`src/nbs_pkg.sv`:
```
`timescale 1ns / 1ps
// Package for the bitmask suppression block: field widths, defaults and the
// packed word types shared by the front, the queues, the back and the top level.
// Depends on nothing.
package nbs_pkg;

    // Field widths fixed by the interface.
    localparam int ROW_W       = 12;
    localparam int WORD_IDX_W  = 6;
    localparam int MASK_W      = 64;
    localparam int BOX_COUNT_W = 13;
    localparam int KEPT_W      = 13;

    // Parameter defaults. WORD_BITS must be a power of two.
    localparam int MAX_BOXES_DEF = 4096;
    localparam int WORD_BITS_DEF = 64;

    // Register reset value and counter ceiling.
    localparam logic [BOX_COUNT_W-1:0] BOX_COUNT_RESET = 13'd4096;
    localparam logic [KEPT_W-1:0]      KEPT_MAX        = 13'd8191;

    // Depth of the queue between front and back and of the result queue.
    localparam int FIFO_DEPTH = 4;

    // One input word.
    typedef struct packed {
        logic [ROW_W-1:0]      row_index;
        logic [WORD_IDX_W-1:0] word_index;
        logic [MASK_W-1:0]     mask_word;
    } t_in_item;

    // One result word.
    typedef struct packed {
        logic [ROW_W-1:0]  box_index;
        logic              kept;
        logic [KEPT_W-1:0] kept_total;
        logic              last_box;
    } t_result;

    // Classified operation handed from the front to the back.
    typedef struct packed {
        logic                  start;    // first word of a row: decide the box
        logic                  clear;    // row 0 begins: empty the store first
        logic                  last;     // box is the last of the run
        logic                  rd_ok;    // addressed store word exists
        logic                  in_span;  // word may be ORed into the store
        logic [ROW_W-1:0]      row;
        logic [WORD_IDX_W-1:0] addr;     // store word to read and update
        logic [WORD_IDX_W-1:0] bit_idx;  // box bit inside its own word
        logic [MASK_W-1:0]     bits;
    } t_op;

endpackage

```
`src/nbs_front.sv`:
```
`timescale 1ns / 1ps
// Front of the suppression block: holds the box count register, drops words that
// do nothing, and turns the rest into operations for the back. Uses nbs_pkg.
module nbs_front #(
    parameter int MAX_BOXES = nbs_pkg::MAX_BOXES_DEF,
    parameter int WORD_BITS = nbs_pkg::WORD_BITS_DEF
) (
    input  logic                                i_clk,
    input  logic                                i_rst_n,
    input  logic                                i_cfg_we,
    input  logic [nbs_pkg::BOX_COUNT_W-1:0]     i_cfg_wdata,
    input  logic                                i_accept,
    input  nbs_pkg::t_in_item                   i_item,
    output logic                                o_op_push,
    output nbs_pkg::t_op                        o_op
);

    localparam int WB_LOG      = $clog2(WORD_BITS);
    localparam int STORE_WORDS = (MAX_BOXES + WORD_BITS - 1) / WORD_BITS;
    localparam int IDX_SPAN    = 2 ** nbs_pkg::WORD_IDX_W;
    localparam int MEM_WORDS   = (STORE_WORDS < IDX_SPAN) ? STORE_WORDS : IDX_SPAN;
    localparam int MAXB_W      = $clog2(MAX_BOXES + 1);
    localparam int CNT_W       = (MAXB_W > nbs_pkg::BOX_COUNT_W) ? MAXB_W
                                                                  : nbs_pkg::BOX_COUNT_W;

    logic [nbs_pkg::BOX_COUNT_W-1:0] r_box_count;
    logic [nbs_pkg::ROW_W-1:0]       r_cur_row;
    logic                            r_row_valid;

    logic [CNT_W-1:0]                w_count_ext;
    logic [CNT_W-1:0]                w_eff_count;
    logic [CNT_W-1:0]                w_row_ext;
    logic [nbs_pkg::ROW_W-1:0]       w_own_word;
    logic [nbs_pkg::ROW_W-1:0]       w_word_ext;
    logic [31:0]                     w_word_base;
    logic                            w_start;
    logic                            w_in_range;
    logic                            w_stray;
    logic                            w_word_in_mem;
    logic                            w_own_in_mem;

    // Effective box count, clamped to one through MAX_BOXES.
    always_comb begin
        w_count_ext = CNT_W'(r_box_count);
        if (r_box_count == '0) begin
            w_eff_count = CNT_W'(1);
        end else if (w_count_ext > CNT_W'(MAX_BOXES)) begin
            w_eff_count = CNT_W'(MAX_BOXES);
        end else begin
            w_eff_count = w_count_ext;
        end
    end

    // Classify the word.
    always_comb begin
        w_row_ext     = CNT_W'(i_item.row_index);
        w_own_word    = i_item.row_index >> WB_LOG;
        w_word_ext    = nbs_pkg::ROW_W'(i_item.word_index);
        w_word_base   = 32'(i_item.word_index) * 32'(WORD_BITS);
        w_start       = (i_item.word_index == '0);
        w_in_range    = (w_row_ext < w_eff_count);
        w_stray       = !w_start && (!r_row_valid || (i_item.row_index != r_cur_row));
        w_word_in_mem = (32'(i_item.word_index) < 32'(MEM_WORDS));
        w_own_in_mem  = (32'(w_own_word) < 32'(MEM_WORDS));
    end

    // Build the operation for the back.
    always_comb begin
        o_op_push       = i_accept && w_in_range && !w_stray;
        o_op.start      = w_start;
        o_op.clear      = w_start && (i_item.row_index == '0);
        o_op.last       = (w_row_ext == (w_eff_count - 1'b1));
        o_op.rd_ok      = w_start ? w_own_in_mem : w_word_in_mem;
        o_op.in_span    = (w_word_ext >= w_own_word) && w_word_in_mem
                          && (w_word_base < 32'(w_eff_count));
        o_op.row        = i_item.row_index;
        o_op.addr       = w_start ? w_own_word[nbs_pkg::WORD_IDX_W-1:0] : i_item.word_index;
        o_op.bit_idx    = nbs_pkg::WORD_IDX_W'(i_item.row_index[WB_LOG-1:0]);
        o_op.bits       = i_item.mask_word;
    end

    // Configuration register and the row most recently begun.
    always_ff @(posedge i_clk) begin
        if (!i_rst_n) begin
            r_box_count <= nbs_pkg::BOX_COUNT_RESET;
            r_cur_row   <= '0;
            r_row_valid <= 1'b0;
        end else begin
            if (i_cfg_we) begin
                r_box_count <= i_cfg_wdata;
            end
            if (i_accept && w_in_range && w_start) begin
                r_cur_row   <= i_item.row_index;
                r_row_valid <= 1'b1;
            end
        end
    end

endmodule

```
`config.mk`:
```
export PLATFORM = sky130hd
export DESIGN_NAME = nbs_front
export DESIGN_NICKNAME = d
export VERILOG_FILES = /design/src/nbs_pkg.sv /design/src/nbs_front.sv
export SDC_FILE = /design/constraint.sdc
export NUM_CORES = 1
export LEC_CHECK = 0
export ABC_CLOCK_PERIOD_IN_PS = 2910
export BUFFER_PORTS_ARGS = -buffer_cell sky130_fd_sc_hd__buf_4
export CAP_MARGIN = 30
export CORE_MARGIN = 10
export CORE_UTILIZATION = 39
export DETAILED_ROUTE_END_ITERATION = 16
export GPL_ROUTABILITY_DRIVEN = 0
export PLACE_DENSITY = 0.81
export SYNTH_ARGS = -nofsm -noshare
export SYNTH_HDL_FRONTEND = slang
export SYNTH_SLANG_ARGS = --single-unit
```
`constraint.sdc`:
```
create_clock -name i_clk -period 2.91 [get_ports i_clk]
set_input_delay 0.291 -clock i_clk [delete_from_list [all_inputs] [get_ports i_clk]]
set_output_delay 0.291 -clock i_clk [all_outputs]
set_load 0.1 [all_outputs]
```
* Yosys cells after proc, flatten, opt, wreduce, memory -nomap -nowiden
Index checks and enable logic that the tools add are counted.
** Word-level totals
- Register bits after elaboration :: 26
- Input port bits :: 99
- Output and inout bits :: 94
- Logic and storage cells :: 28
** Cells by class
- Add/subtract/negate cells :: 1
- $lt $le $gt $ge :: 5
- Equality and inequality tests :: 2
- Multiplexer cells :: 4
- Reductions and logical operators :: 13
** Operators by type and width (count)
- $lt 12x13->1 :: 2
- $mux 13 :: 2
- $eq 12x13->1 :: 1
- $gt 13x13->1 const B :: 1
- $logic_not 13->1 :: 1
- $sub 13x1->13 const B :: 1
- $logic_not 12->1 :: 1
- $ne 12x12->1 :: 1
- $lt 6x7->1 const B :: 1
- $ge 6x6->1 :: 1
- $logic_and 1x1->1 :: 6
- $logic_not 6->1 :: 1
- $mux 6 :: 1
- $logic_not 1->1 :: 3
- $logic_or 1x1->1 :: 1
- $mux 1 :: 1

* Depth between registers and ports, before layout
Gate-level depths: netlist (run 1).
- Depth in word-level cells :: 6
- Depth in mapped cells :: 14
- Depth with buffers taken out :: 13

* Worst setup path before layout (run 1)
No wires, ideal clock.
- Path type :: flip-flop to output port
- From :: register r_box_count[8] (netlist name)
- To :: output port o_op[90] (netlist name)
- Arrival time :: 4.103 ns
- Data required time :: 2.619 ns
- Setup slack :: -1.484 ns
- Cell stages (with the launch flop) :: 13
- Buffers on the path :: 1
- Path through :: dfxtp_1 or3_4 nor3_1 nand2_1 nor2_1 o21ai_0 ha_1 clkbuf_1 and4b_1 nor4b_2 xnor2_1 or3_1 nor4_2
** RTL lines
- from (decl) :: RTL line nbs_front.sv:26 : logic [nbs_pkg::BOX_COUNT_W-1:0] r_box_count;
- from (signal assigned) :: RTL line nbs_front.sv:85 : r_box_count <= nbs_pkg::BOX_COUNT_RESET;
- from (signal assigned) :: RTL line nbs_front.sv:90 : r_box_count <= i_cfg_wdata;
- to (decl) :: RTL line nbs_front.sv:15 : output nbs_pkg::t_op o_op

==> results of run 1 <==
[cell type report]
| class | instances | area share [%] |
|---|---|---|
| Timing Repair Buffer | 89 | 21.1 |
| Clock buffer | 3 | 1.27 |
| Sequential cell | 26 | 16.1 |
| Multi-Input combinational cell | 237 | 56.1 |
| Tap cell | 99 | 3.82 |
| Inverter | 13 | 1.58 |
[layer usage]
layer,GRT usage [%],up-vias,part of all wire [%]
li1,-,1230,-
met1,14.2,1218,40
met2,21.9,139,47
met3,3.77,46,8.7
met4,8.30,0,4.3
met5,0,-,0
[cells in the final DEF, fill, tap and decap left out, drive strengths merged, types with 6 or more instances in the layout]
| master | count |
|---|---|
| a21o | 13 |
| a21oi | 20 |
| buf | 89 |
| dfxtp | 26 |
| ha | 25 |
| inv | 13 |
| mux2i | 14 |
| nand2 | 22 |
| nand4 | 17 |
| nor2 | 19 |
| nor3 | 7 |
| nor4 | 10 |
| o21ai | 18 |
| xnor2 | 16 |
| xor2 | 6 |
[metrics by stage]
| step | setup TNS (ps) | hold slack (ps) | cells |
|---|---|---|---|
| after global routing | -925 | 238 | 467 |
| after CTS | -555 | 237 | 467 |
| after global placement | -126 | 450 | 460 |
| final | -652 | 234 | 467 |
| after detailed placement | -218 | 480 | 460 |
| after floorplan | -680 | 390 | 381 |
[flip-flops by register name (all words and copies together) (netlist names)]
name,cells
r_box_count,13
r_cur_row,12
r_row_valid,1
[how the worst max path moves through the flow]
stage / from / end / slack, ps
2_1_floorplan: r_box_count[10]$_SDFFE_PN0P_ / o_op[90] / -680
3_3_place_gp: r_box_count[10]$_SDFFE_PN0P_ / o_op[90] / -130
3_5_place_dp: r_box_count[10]$_SDFFE_PN0P_ / o_op[90] / -220
4_1_cts: r_box_count[10]$_SDFFE_PN0P_ / o_op[90] / -450
5_1_grt: r_box_count[10]$_SDFFE_PN0P_ / o_op[90] / -580
6_report: r_box_count[10]$_SDFFE_PN0P_ / o_op[90] / -470
[power by group]
group,total [W],leakage (nW),internal (W),switching (W)
Sequential,0.000376,0.213,0.000367,0.00000912
Combinational,0.000545,1.19,0.000196,0.000349
Clock,0.000207,0.0216,0.0000929,0.000114
[cells by family after synthesis]
kind of cell	Yosys count	share of synthesized area [%]
mux	14	4.68
buf+inv	118	25.6
simple gates	101	19.0
xor+xnor	22	6.44
other cells	1	0.125
compound gates	74	16.3
fa+ha+maj	25	10.5
flops	26	17.4
[worst max-delay path, stage by stage, from the launching register on]
cell and delay (ps):
sky130_fd_sc_hd__dfxtp_2 330, sky130_fd_sc_hd__or3_4 390, sky130_fd_sc_hd__nor3_4 150, sky130_fd_sc_hd__nand2_1 90
sky130_fd_sc_hd__nor2_1 130, sky130_fd_sc_hd__o21ai_2 90, sky130_fd_sc_hd__ha_4 230, sky130_fd_sc_hd__xnor2_1 130
sky130_fd_sc_hd__a2111o_1 350, sky130_fd_sc_hd__a31oi_1 150, sky130_fd_sc_hd__nand4_1 200, sky130_fd_sc_hd__nor4_4 310
sky130_fd_sc_hd__buf_6 260
[repair_timing]
item | 4_1_cts | 5_1_grt
setup buffers | 4 | 1
resized for setup | 12 | 8
hold buffers | 0 | 0
pin swaps | 6 | 6
endpoints found under the setup margin | 2 | 14
hold endpoints to repair | 0 | 0
==> impl_metrics.xml, run 1 <==
<?xml version="1.0" encoding="UTF-8"?>
<metrics>
  <group name="min_path">
    <metric name="hold_path_depth" unit="">3</metric>
    <metric name="worst_hold_startpoint" unit="">i_cfg_wdata[12]</metric>
    <metric name="min_delay_worst_endpoint" unit="">r_box_count[12]$_SDFFE_PN1P_</metric>
    <metric name="hold_class" unit="">primary input to flop</metric>
  </group>
  <group name="final_layout">
    <metric name="fin_area" unit="µm²">3240</metric>
    <metric name="utilization" unit="%">44.0</metric>
    <metric name="post_layout_net_count" unit="">494</metric>
    <metric name="multi_input_area" unit="µm²">1820</metric>
    <metric name="regArea" unit="µm²">522</metric>
    <metric name="areaGrowthSynthToFinish" unit="%">8.36</metric>
    <metric name="ratio_of_cells_with_drive_above_1_in_the_final_layout" unit="%">32.1</metric>
    <metric name="insertedDiodeCount" unit="">0</metric>
    <metric name="layout.filler_cells" unit="">725</metric>
  </group>
  <group name="global_route">
    <metric name="first_global_vias" unit="">2696</metric>
    <metric name="grt_max_degree" unit="">26</metric>
    <metric name="grt_first_pass_wirelength" unit="mm">12.7</metric>
    <metric name="overflow" unit="">0</metric>
    <metric name="grt_use_total" unit="%">13.1</metric>
    <metric name="antenna_violations_before_repair" unit="">0</metric>
  </group>
  <group name="detailed_routing">
    <metric name="drt_drc_violations_left" unit="">0</metric>
    <metric name="routed_via_density" unit="">5.64</metric>
    <metric name="routed_via_count" unit="">2633</metric>
    <metric name="wire_per_inst" unit="µm">17.4</metric>
    <metric name="first_iter_violations" unit="">207</metric>
    <metric name="detail-route-antenna-nets" unit="">0</metric>
    <metric name="drt_first_pass_iters" unit="">5</metric>
    <metric name="final_wl" unit="mm">8.15</metric>
  </group>
  <group name="sta">
    <metric name="finalHoldViolCount" unit="">0</metric>
    <metric name="grt_setup_unrepaired" unit="">yes</metric>
    <metric name="setup_ws" unit="ps">-472</metric>
    <metric name="max_slew_violation_count" unit="">0</metric>
    <metric name="setup-violations-final" unit="">2</metric>
    <metric name="skew" unit="ps">3.15</metric>
    <metric name="period_needed" unit="ps">3380</metric>
    <metric name="finalCritPeriodShare" unit="%">116</metric>
    <metric name="highest_clock_frequency_the_design_can_meet" unit="MHz">296</metric>
  </group>
  <group name="floorplan">
    <metric name="initial_core_util" unit="%">40.6</metric>
    <metric name="placementRows" unit="">31</metric>
    <metric name="floorplan.core_area" unit="µm²">7370</metric>
    <metric name="fp.dieW" unit="µm">108</metric>
    <metric name="fp.dieArea" unit="µm²">11600</metric>
    <metric name="die_boundary_height" unit="µm">108</metric>
    <metric name="num_io_pins" unit="">193</metric>
  </group>
  <group name="worst_setup_path">
    <metric name="critical_path.reg2reg.startpoint" unit="">r_box_count[10]$_SDFFE_PN0P_</metric>
    <metric name="startpoint_type" unit="">flop</metric>
    <metric name="critPathMaxFanout" unit="">2</metric>
    <metric name="setup.reg_to_reg.worst_slack" unit="ps">110</metric>
    <metric name="worst_ep_required_time" unit="ps">2620</metric>
    <metric name="reg2reg_to" unit="">r_cur_row[7]$_SDFFE_PN0P_</metric>
    <metric name="timing_worst_setup_path_type" unit="">flop to output pin</metric>
    <metric name="rr_worst_depth" unit="">15</metric>
    <metric name="cp_data_arrival_time" unit="ps">3090</metric>
    <metric name="critPathCaptureType" unit="">output pin</metric>
  </group>
  <group name="clocking">
    <metric name="cts-buffers-inserted" unit="">3</metric>
    <metric name="cts_tree" unit="">built</metric>
    <metric name="cts.root.buffer_cell" unit="">sky130_fd_sc_hd__clkbuf_8</metric>
    <metric name="clockBufferDepth" unit="">2</metric>
    <metric name="clkLatencyLatePin" unit="ps">270</metric>
    <metric name="htree_levels" unit="">1</metric>
    <metric name="clock_sink_count" unit="">26</metric>
    <metric name="clkTransAtPathRegs" unit="ps">90</metric>
  </group>
  <group name="outcome">
    <metric name="failed_checks" unit="">negative setup slack</metric>
    <metric name="result_of_the_run" unit="">finished with violations</metric>
  </group>
  <group name="synthesis">
    <metric name="synth_common_cells" unit="">84 x sky130_fd_sc_hd__buf_4, 26 x sky130_fd_sc_hd__dfxtp_1, 25 x sky130_fd_sc_hd__ha_1, 22 x sky130_fd_sc_hd__nand2_1, 20 x sky130_fd_sc_hd__a21oi_1</metric>
    <metric name="syn-instance-count" unit="">381</metric>
    <metric name="synth_edf_count" unit="">0</metric>
    <metric name="post-synth-top-area-fraction" unit="%">21.1</metric>
    <metric name="synthesis.nets" unit="">505</metric>
    <metric name="post_synth.cell_area_avg" unit="µm²">7.86</metric>
    <metric name="synth_area_leader_cell" unit="">sky130_fd_sc_hd__buf_4</metric>
    <metric name="ys_top_cells_by_area" unit="">sky130_fd_sc_hd__buf_4 21%, sky130_fd_sc_hd__dfxtp_1 17%, sky130_fd_sc_hd__ha_1 10%</metric>
    <metric name="yosys_register_bits" unit="">26</metric>
    <metric name="post_synthesis_async_set_or_reset_flop_share" unit="%">0</metric>
    <metric name="synthFlopType" unit="">sky130_fd_sc_hd__dfxtp_1</metric>
    <metric name="synth_cell_area" unit="µm²">2990</metric>
    <metric name="synth.yosys.seq_area_share" unit="%">17.4</metric>
    <metric name="yosysMostFrequentCell" unit="">sky130_fd_sc_hd__buf_4</metric>
    <metric name="post_synth_num_cell_types" unit="">49</metric>
    <metric name="synth.yosys.warnings" unit="">0</metric>
  </group>
  <group name="place">
    <metric name="io_buffer_count" unit="">63</metric>
    <metric name="dpl_cell_area" unit="µm²">3090</metric>
    <metric name="dp_slack" unit="ps">-218</metric>
    <metric name="dp_hpwl" unit="mm">6.03</metric>
  </group>
  <group name="power_and_ir_drop">
    <metric name="fin_total_pwr" unit="W">0.00113</metric>
    <metric name="irDropWorstVdd" unit="mV">0.167</metric>
    <metric name="total_leakage_power" unit="nW">1.42</metric>
    <metric name="power.density_cell_area" unit="nW/µm²">348</metric>
  </group>
  <group name="job">
    <metric name="timing.max_cap.violations" unit="">0</metric>
  </group>
</metrics>
Power figures use the tool's default switching activity.
==> inputs of run 2 (changes only) <==
--- a/config.mk
+++ b/config.mk
@@ -13,6 +13,7 @@
 export DETAILED_ROUTE_END_ITERATION = 16
 export GPL_ROUTABILITY_DRIVEN = 0
 export PLACE_DENSITY = 0.81
+export REMOVE_ABC_BUFFERS = 1
 export SYNTH_ARGS = -nofsm -noshare
 export SYNTH_HDL_FRONTEND = slang
 export SYNTH_SLANG_ARGS = --single-unit
==> run 2 against run 1 <==
  * The flow still finishes with violations (negative setup slack)
  * Global-route usage rose by 7.2 points
  * Clock-buffer cell count is the same
  * Die area is the same
  * Via count rose by 3.5%
  * Routed wire length is 54% higher
  * Hold slack got worse by 4.4 ps
  * Clock skew is 2.0 ps lower
  * Register-to-register slack improved by 120 ps
  * Maximum frequency is 2.7% higher
  * Non-clock buffer count shrank 2
  * Sequential cell count stayed put
  * Clock power barely moved
==> impl_metrics.xml, run 2 (same netlist as run 1, synthesis figures left out) <==
<?xml version="1.0" encoding="UTF-8"?>
<metrics>
  <group name="outcome">
    <metric name="result_of_the_run" unit="">finished with violations</metric>
    <metric name="failed_checks" unit="">negative setup slack</metric>
  </group>
  <group name="global_route">
    <metric name="groute.layer.met3.usage" unit="%">17.9</metric>
    <metric name="antenna_violations_before_repair" unit="">0</metric>
    <metric name="grt_first_pass_wirelength" unit="mm">17.6</metric>
    <metric name="globalRoute.busiestLayer" unit="">met2</metric>
    <metric name="grt_max_degree" unit="">26</metric>
    <metric name="first_global_vias" unit="">2707</metric>
    <metric name="overflow" unit="">0</metric>
    <metric name="globalRouteMet1Util" unit="%">24.6</metric>
    <metric name="gr_util_met2" unit="%">24.8</metric>
    <metric name="grt_use_total" unit="%">20.3</metric>
  </group>
  <group name="final_layout">
    <metric name="ratio_of_cells_with_drive_above_1_in_the_final_layout" unit="%">30.3</metric>
    <metric name="areaGrowthSynthToFinish" unit="%">6.31</metric>
    <metric name="layout.filler_cells" unit="">719</metric>
    <metric name="most_frequent_cells_in_the_layout" unit="">85 x sky130_fd_sc_hd__buf_4, 25 x sky130_fd_sc_hd__dfxtp_1, 23 x sky130_fd_sc_hd__ha_1</metric>
    <metric name="utilization" unit="%">43.2</metric>
    <metric name="largest_register_ffs" unit="">13</metric>
    <metric name="finalNonFillerCells" unit="">465</metric>
    <metric name="post_layout_net_count" unit="">492</metric>
    <metric name="insertedDiodeCount" unit="">0</metric>
    <metric name="top_register" unit="">r_box_count</metric>
    <metric name="layout_commonest_cell" unit="">sky130_fd_sc_hd__buf_4</metric>
    <metric name="largestRegisters" unit="">r_box_count (13), r_cur_row (12), r_row_valid (1)</metric>
  </group>
  <group name="clocking">
    <metric name="hold_bufs_at_cts" unit="">0</metric>
    <metric name="clock_sink_count" unit="">26</metric>
    <metric name="clockBufferDepth" unit="">2</metric>
    <metric name="cts_tree" unit="">built</metric>
    <metric name="clkTransAtPathRegs" unit="ps">90</metric>
    <metric name="clkLatencyLatePin" unit="ps">270</metric>
    <metric name="cts.root.buffer_cell" unit="">sky130_fd_sc_hd__clkbuf_8</metric>
    <metric name="cts-buffers-inserted" unit="">3</metric>
    <metric name="htree_levels" unit="">1</metric>
  </group>
  <group name="detailed_routing">
    <metric name="detail-route-antenna-nets" unit="">0</metric>
    <metric name="final_wl" unit="mm">12.5</metric>
    <metric name="drt_first_pass_iters" unit="">4</metric>
    <metric name="drt_drc_violations_left" unit="">0</metric>
    <metric name="wire_per_inst" unit="µm">26.9</metric>
    <metric name="routed_via_density" unit="">5.86</metric>
    <metric name="routed_via_count" unit="">2725</metric>
    <metric name="first_iter_violations" unit="">334</metric>
  </group>
  <group name="sta">
    <metric name="highest_clock_frequency_the_design_can_meet" unit="MHz">304</metric>
    <metric name="max_slew_violation_count" unit="">0</metric>
    <metric name="setup-violations-final" unit="">2</metric>
    <metric name="finalHoldViolCount" unit="">0</metric>
    <metric name="finalCritPeriodShare" unit="%">113</metric>
    <metric name="grt_setup_unrepaired" unit="">yes</metric>
    <metric name="totalNegativeSetupSlack" unit="ps">-586</metric>
    <metric name="setup_ws" unit="ps">-382</metric>
    <metric name="period_needed" unit="ps">3290</metric>
    <metric name="skew" unit="ps">1.19</metric>
  </group>
  <group name="worst_setup_path">
    <metric name="worst_ep_required_time" unit="ps">2620</metric>
    <metric name="startpoint_type" unit="">flop</metric>
    <metric name="cp_data_arrival_time" unit="ps">3000</metric>
    <metric name="critical_path.reg2reg.startpoint" unit="">r_box_count[8]$_SDFFE_PN0P_</metric>
    <metric name="timing_worst_setup_path_type" unit="">flop to output pin</metric>
    <metric name="critPathCaptureType" unit="">output pin</metric>
    <metric name="cp-startpoint" unit="">r_box_count[8]$_SDFFE_PN0P_</metric>
    <metric name="critPathMaxFanout" unit="">3</metric>
    <metric name="rr_worst_depth" unit="">15</metric>
  </group>
  <group name="floorplan">
    <metric name="placementRows" unit="">31</metric>
    <metric name="die_boundary_height" unit="µm">108</metric>
    <metric name="initial_core_util" unit="%">40.6</metric>
    <metric name="fp.dieW" unit="µm">108</metric>
    <metric name="fp.dieArea" unit="µm²">11600</metric>
    <metric name="floorplan.core_area" unit="µm²">7370</metric>
    <metric name="num_io_pins" unit="">193</metric>
  </group>
  <group name="min_path">
    <metric name="hold_path_depth" unit="">2</metric>
    <metric name="worst_hold_startpoint" unit="">i_rst_n</metric>
    <metric name="hold_class" unit="">primary input to flop</metric>
  </group>
  <group name="place">
    <metric name="dp_slack" unit="ps">-280</metric>
    <metric name="dp_hpwl" unit="mm">10.1</metric>
    <metric name="placedCellCount" unit="">461</metric>
    <metric name="io_buffer_count" unit="">63</metric>
  </group>
  <group name="power_and_ir_drop">
    <metric name="power.density_cell_area" unit="nW/µm²">349</metric>
    <metric name="irDropWorstVdd" unit="mV">0.153</metric>
    <metric name="total_leakage_power" unit="nW">1.41</metric>
    <metric name="fin_total_pwr" unit="W">0.00111</metric>
  </group>
  <group name="job">
    <metric name="timing.max_cap.violations" unit="">0</metric>
  </group>
</metrics>
run 2: cell types whose count changed in the layout (fill, tap and decap cells not counted), sizes merged:
cell and change:
buf -2
run 2: what timing repair did:
action                                  CTS  global route
gates resized for setup                   7            12
pin swaps                                 6             7
endpoints found under the setup margin    2             2
cloned                                    0             0
setup buffers                             1             0
run 2: metal layers:
metal	vias up	part of all wire (%)
met5	-	0.92
met4	4	0.95
met3	16	21
met2	212	37
met1	1275	40
li1	1218	-
run 2: path summary, 6_finish.rpt:
kind | slack (ps) | to
setup reg to reg | 230 | r_cur_row[5]$_SDFFE_PN0P_
hold / removal | 230 | r_box_count[12]$_SDFFE_PN1P_
setup / recovery | -380 | o_op[90]
hold reg to reg | 470 | r_row_valid$_SDFFE_PN0P_
run 2: through the flow:
step	area, µm²	hold slack [ps]
after floorplan	2280	390
after global placement	3050	441
after detailed placement	3050	462
after CTS	3120	230
after global routing	3180	233
final	3180	229
run 2: final cells by class:
class / instances / area, µm² / area share, %
Clock buffer: 3 / 41.3 / 1.30
Inverter: 13 / 51.3 / 1.61
Multi-Input combinational cell: 237 / 1780 / 56.0
Sequential cell: 26 / 522 / 16.4
Tap cell: 99 / 124 / 3.89
Timing Repair Buffer: 87 / 661 / 20.8
run 2: power breakdown:
part           switching, W  internal, W
logic              0.000340     0.000189
registers        0.00000886     0.000367
clock network      0.000114    0.0000930
total              0.000463     0.000649
run 2: worst max-delay path, stage by stage, from the launching register on:
cell,delay [ps]
sky130_fd_sc_hd__dfxtp_2,330
sky130_fd_sc_hd__or3_4,400
sky130_fd_sc_hd__nor3_4,130
sky130_fd_sc_hd__nand2_1,80
sky130_fd_sc_hd__nor2_2,130
sky130_fd_sc_hd__o21ai_2,100
sky130_fd_sc_hd__ha_4,170
sky130_fd_sc_hd__and4b_1,190
sky130_fd_sc_hd__nor4b_4,290
sky130_fd_sc_hd__xnor2_1,80
sky130_fd_sc_hd__or3_1,390
sky130_fd_sc_hd__nor4_4,170
sky130_fd_sc_hd__buf_6,260
==> inputs of run 3 (changes only) <==
--- a/config.mk
+++ b/config.mk
@@ -5,6 +5,7 @@
 export SDC_FILE = /design/constraint.sdc
 export NUM_CORES = 1
 export LEC_CHECK = 0
+export ABC_AREA = 1
 export ABC_CLOCK_PERIOD_IN_PS = 2910
 export BUFFER_PORTS_ARGS = -buffer_cell sky130_fd_sc_hd__buf_4
 export CAP_MARGIN = 30
@@ -12,7 +13,7 @@
 export CORE_UTILIZATION = 39
 export DETAILED_ROUTE_END_ITERATION = 16
 export GPL_ROUTABILITY_DRIVEN = 0
-export PLACE_DENSITY = 0.81
+export PLACE_DENSITY = 0.78
 export REMOVE_ABC_BUFFERS = 1
 export SYNTH_ARGS = -nofsm -noshare
 export SYNTH_HDL_FRONTEND = slang
==> run 3 against run 2 <==
  * The run now ends clean
  * Sequential power rose by 4%
  * Die area up 0.45%
  * Cell area grew 3.4%
  * Via count up 8.9%
  * First-iteration DRC count fell by 8.7%
  * Register-to-register slack gained 130 ps
  * Clock power about the same
  * Total power up 4.7%
  * Utilization grew 1.5 points
  * Clock skew increased by 1.2 ps
  * Synthesized cell count up 18%
  * Critical endpoint unchanged
  * Largest power group unchanged
==> impl_metrics.xml, run 3 <==
<?xml version="1.0" encoding="UTF-8"?>
<metrics>
  <group name="worst_setup_path">
    <metric name="critPathMaxFanout" unit="">7</metric>
    <metric name="startpoint_type" unit="">flop</metric>
    <metric name="timing.critical_path.slowest_stage_cell" unit="">sky130_fd_sc_hd__dfxtp_2</metric>
    <metric name="max_stage_delay" unit="ps">340</metric>
    <metric name="critPathCaptureType" unit="">output pin</metric>
    <metric name="cp_data_arrival_time" unit="ps">2600</metric>
    <metric name="timing.critical_path.cells" unit="">buf_6 &gt; nor2_4 &gt; nand2_1 &gt; nor2_1 &gt; nand2_1 &gt; nand2_2 &gt; nand2_4 &gt; ha_4 &gt; nand2_2 &gt; nor2_4 &gt; nand3b_1 &gt; nand2_1 &gt; o21ai_1 &gt; inv_1 &gt; nand2_1 &gt; nor2_2 &gt; nand3_2 &gt; nor2_4 &gt; buf_12</metric>
    <metric name="timing_worst_setup_path_type" unit="">flop to output pin</metric>
    <metric name="worst_path_most_repeated_cell" unit="">sky130_fd_sc_hd__nand2_1</metric>
    <metric name="worst_ep_required_time" unit="ps">2620</metric>
    <metric name="rr_worst_depth" unit="">16</metric>
    <metric name="setup.reg_to_reg.worst_slack" unit="ps">360</metric>
  </group>
  <group name="detailed_routing">
    <metric name="final_wl" unit="mm">13.0</metric>
    <metric name="routed_via_count" unit="">2968</metric>
    <metric name="routed_via_density" unit="">5.52</metric>
    <metric name="detail-route-antenna-nets" unit="">0</metric>
    <metric name="first_iter_violations" unit="">305</metric>
    <metric name="wire_per_inst" unit="µm">24.1</metric>
    <metric name="drt_first_pass_iters" unit="">6</metric>
    <metric name="drt_drc_violations_left" unit="">0</metric>
  </group>
  <group name="floorplan">
    <metric name="fp.dieW" unit="µm">108</metric>
    <metric name="fp.dieArea" unit="µm²">11600</metric>
    <metric name="initial_core_util" unit="%">40.8</metric>
    <metric name="die_boundary_height" unit="µm">108</metric>
    <metric name="num_io_pins" unit="">193</metric>
    <metric name="placementRows" unit="">31</metric>
    <metric name="floorplan.core_area" unit="µm²">7370</metric>
  </group>
  <group name="final_layout">
    <metric name="layout_commonest_cell" unit="">sky130_fd_sc_hd__buf_4</metric>
    <metric name="top_register" unit="">r_box_count</metric>
    <metric name="ratio_of_cells_with_drive_above_1_in_the_final_layout" unit="%">31.4</metric>
    <metric name="layout.filler_cells" unit="">752</metric>
    <metric name="largest_register_ffs" unit="">13</metric>
    <metric name="areaGrowthSynthToFinish" unit="%">9.36</metric>
    <metric name="finalNonFillerCells" unit="">538</metric>
    <metric name="post_layout_net_count" unit="">565</metric>
    <metric name="insertedDiodeCount" unit="">0</metric>
    <metric name="largestRegisters" unit="">r_box_count (13), r_cur_row (12), r_row_valid (1)</metric>
    <metric name="most_frequent_cells_in_the_layout" unit="">77 x sky130_fd_sc_hd__buf_4, 71 x sky130_fd_sc_hd__nor2_1, 58 x sky130_fd_sc_hd__nand2_1</metric>
  </group>
  <group name="synthesis">
    <metric name="synth_common_cells" unit="">86 x sky130_fd_sc_hd__buf_4, 78 x sky130_fd_sc_hd__nor2_1, 62 x sky130_fd_sc_hd__nand2_1, 40 x sky130_fd_sc_hd__o21ai_0, 31 x sky130_fd_sc_hd__inv_1</metric>
    <metric name="synth.yosys.seq_area_share" unit="%">17.3</metric>
    <metric name="synth_cell_area" unit="µm²">3010</metric>
    <metric name="yosys_register_bits" unit="">26</metric>
    <metric name="synth.yosys.warnings" unit="">0</metric>
    <metric name="ys_top_cells_by_area" unit="">sky130_fd_sc_hd__buf_4 21%, sky130_fd_sc_hd__dfxtp_1 17%, sky130_fd_sc_hd__ha_1 10%</metric>
    <metric name="synth_edf_count" unit="">0</metric>
    <metric name="post_synth_num_cell_types" unit="">35</metric>
    <metric name="post_synth.cell_area_avg" unit="µm²">6.69</metric>
    <metric name="post-synth-top-area-fraction" unit="%">21.5</metric>
    <metric name="yosysMostFrequentCell" unit="">sky130_fd_sc_hd__buf_4</metric>
    <metric name="post_synthesis_async_set_or_reset_flop_share" unit="%">0</metric>
    <metric name="syn-instance-count" unit="">450</metric>
    <metric name="synthFlopType" unit="">sky130_fd_sc_hd__dfxtp_1</metric>
    <metric name="synth_area_leader_cell" unit="">sky130_fd_sc_hd__buf_4</metric>
  </group>
  <group name="min_path">
    <metric name="hold_path_depth" unit="">3</metric>
    <metric name="hold_class" unit="">primary input to flop</metric>
  </group>
  <group name="clocking">
    <metric name="clock_sink_count" unit="">26</metric>
    <metric name="clkTransAtPathRegs" unit="ps">90</metric>
    <metric name="clockBufferDepth" unit="">2</metric>
    <metric name="cts-buffers-inserted" unit="">3</metric>
    <metric name="hold_bufs_at_cts" unit="">0</metric>
    <metric name="cts.root.buffer_cell" unit="">sky130_fd_sc_hd__clkbuf_8</metric>
    <metric name="htree_levels" unit="">1</metric>
    <metric name="clkLatencyLatePin" unit="ps">270</metric>
    <metric name="cts_tree" unit="">built</metric>
  </group>
  <group name="place">
    <metric name="placedCellCount" unit="">523</metric>
    <metric name="dp_hpwl" unit="mm">10.4</metric>
    <metric name="io_buffer_count" unit="">63</metric>
  </group>
  <group name="sta">
    <metric name="setup-violations-final" unit="">0</metric>
    <metric name="grt_setup_unrepaired" unit="">yes</metric>
    <metric name="totalNegativeSetupSlack" unit="ps">0</metric>
    <metric name="highest_clock_frequency_the_design_can_meet" unit="MHz">346</metric>
    <metric name="finalCritPeriodShare" unit="%">99.4</metric>
    <metric name="slew-limit-headroom" unit="%">59.7</metric>
    <metric name="max_slew_violation_count" unit="">0</metric>
    <metric name="skew" unit="ps">2.38</metric>
    <metric name="finalHoldViolCount" unit="">0</metric>
    <metric name="worstMarginPinSlew" unit="ps">598</metric>
    <metric name="period_needed" unit="ps">2890</metric>
  </group>
  <group name="global_route">
    <metric name="overflow" unit="">0</metric>
    <metric name="first_global_vias" unit="">2825</metric>
    <metric name="grt_max_degree" unit="">26</metric>
    <metric name="globalRouteMet1Util" unit="%">25.2</metric>
    <metric name="antenna_violations_before_repair" unit="">0</metric>
    <metric name="globalRoute.busiestLayer" unit="">met2</metric>
    <metric name="grt_first_pass_wirelength" unit="mm">18.3</metric>
    <metric name="groute.layer.met3.usage" unit="%">20.8</metric>
    <metric name="grt_use_total" unit="%">20.9</metric>
    <metric name="gr_util_met2" unit="%">25.3</metric>
  </group>
  <group name="power_and_ir_drop">
    <metric name="total_leakage_power" unit="nW">1.60</metric>
    <metric name="power.density_cell_area" unit="nW/µm²">354</metric>
    <metric name="irDropWorstVdd" unit="mV">0.185</metric>
    <metric name="fin_total_pwr" unit="W">0.00116</metric>
  </group>
  <group name="job">
    <metric name="timing.max_cap.violations" unit="">0</metric>
  </group>
  <group name="outcome">
    <metric name="result_of_the_run" unit="">completed</metric>
  </group>
</metrics>
==> run 3: critical path, delay by kind of cell, from the launching register on <==
family	cells	cell delay, ps
DFF	1	340
adders and majority gates	1	190
AOI/OAI and AO/OA	1	60
and+or+nand+nor	14	1370
buffers and inverters	3	360
==> run 3: worst paths after layout <==
check                                            startpoint                            to
worst max-delay path            r_box_count[4]$_SDFFE_PN0P_                      o_op[90]
worst min-delay path                        i_cfg_wdata[12]  r_box_count[12]$_SDFFE_PN1P_
worst max register to register  r_box_count[5]$_SDFFE_PN0P_     r_cur_row[5]$_SDFFE_PN0P_
worst min register to register     r_row_valid$_SDFFE_PN0P_      r_row_valid$_SDFFE_PN0P_
==> run 3: what timing repair did <==
item | CTS | global route
resized for setup | 17 | 42
endpoints found under the setup margin | 2 | 3
buffers inserted | 2 | 10
pin swaps | 5 | 19
==> run 3: per-layer routing <==
| layer | wire length [µm] | share of wire [%] |
|---|---|---|
| met5 | 161 | 1.2 |
| met2 | 4670 | 36 |
| met3 | 2800 | 22 |
| met1 | 5220 | 40 |
| met4 | 127 | 0.98 |
==> run 3: cell families (layout without fill, tap and decap cells) <==
group | Yosys count | in the layout | synth area share (%)
compound gates | 70 | 70 | 14.2
buf+inv | 127 | 116 | 27.4
other cells | 1 | 1 | 0.125
fa+ha+maj | 25 | 25 | 10.4
simple gates | 191 | 191 | 27.7
flops | 26 | 26 | 17.3
xor+xnor | 10 | 10 | 2.91
==> run 3: cell type report <==
type | instances | area (µm²) | area share, %
repair buffers | 80 | 629 | 19.1
clock buffers | 3 | 41.3 | 1.25
well taps | 99 | 124 | 3.76
flip-flops and latches | 26 | 541 | 16.4
inverters | 33 | 126 | 3.84
multi-input cells | 297 | 1830 | 55.6
==> run 3: through the flow <==
stage | util [%] | area, µm² | hold WS [ps] | setup slack [ps]
after floorplan | - | 2310 | 407 | -1300
after global placement | 39.9 | 2940 | 463 | 197
after detailed placement | 39.9 | 2940 | 475 | 82.2
after CTS | 41.5 | 3060 | 234 | 5.65
after global routing | 44.7 | 3290 | 240 | -180
final | 44.7 | 3290 | 236 | 17.9
==> run 3: report_power, final <==
part	total [W]	switching [W]	internal (W)
combinational	0.000569	0.000380	0.000189
clock	0.000206	0.000113	0.0000928
sequential	0.000390	0.0000196	0.000370
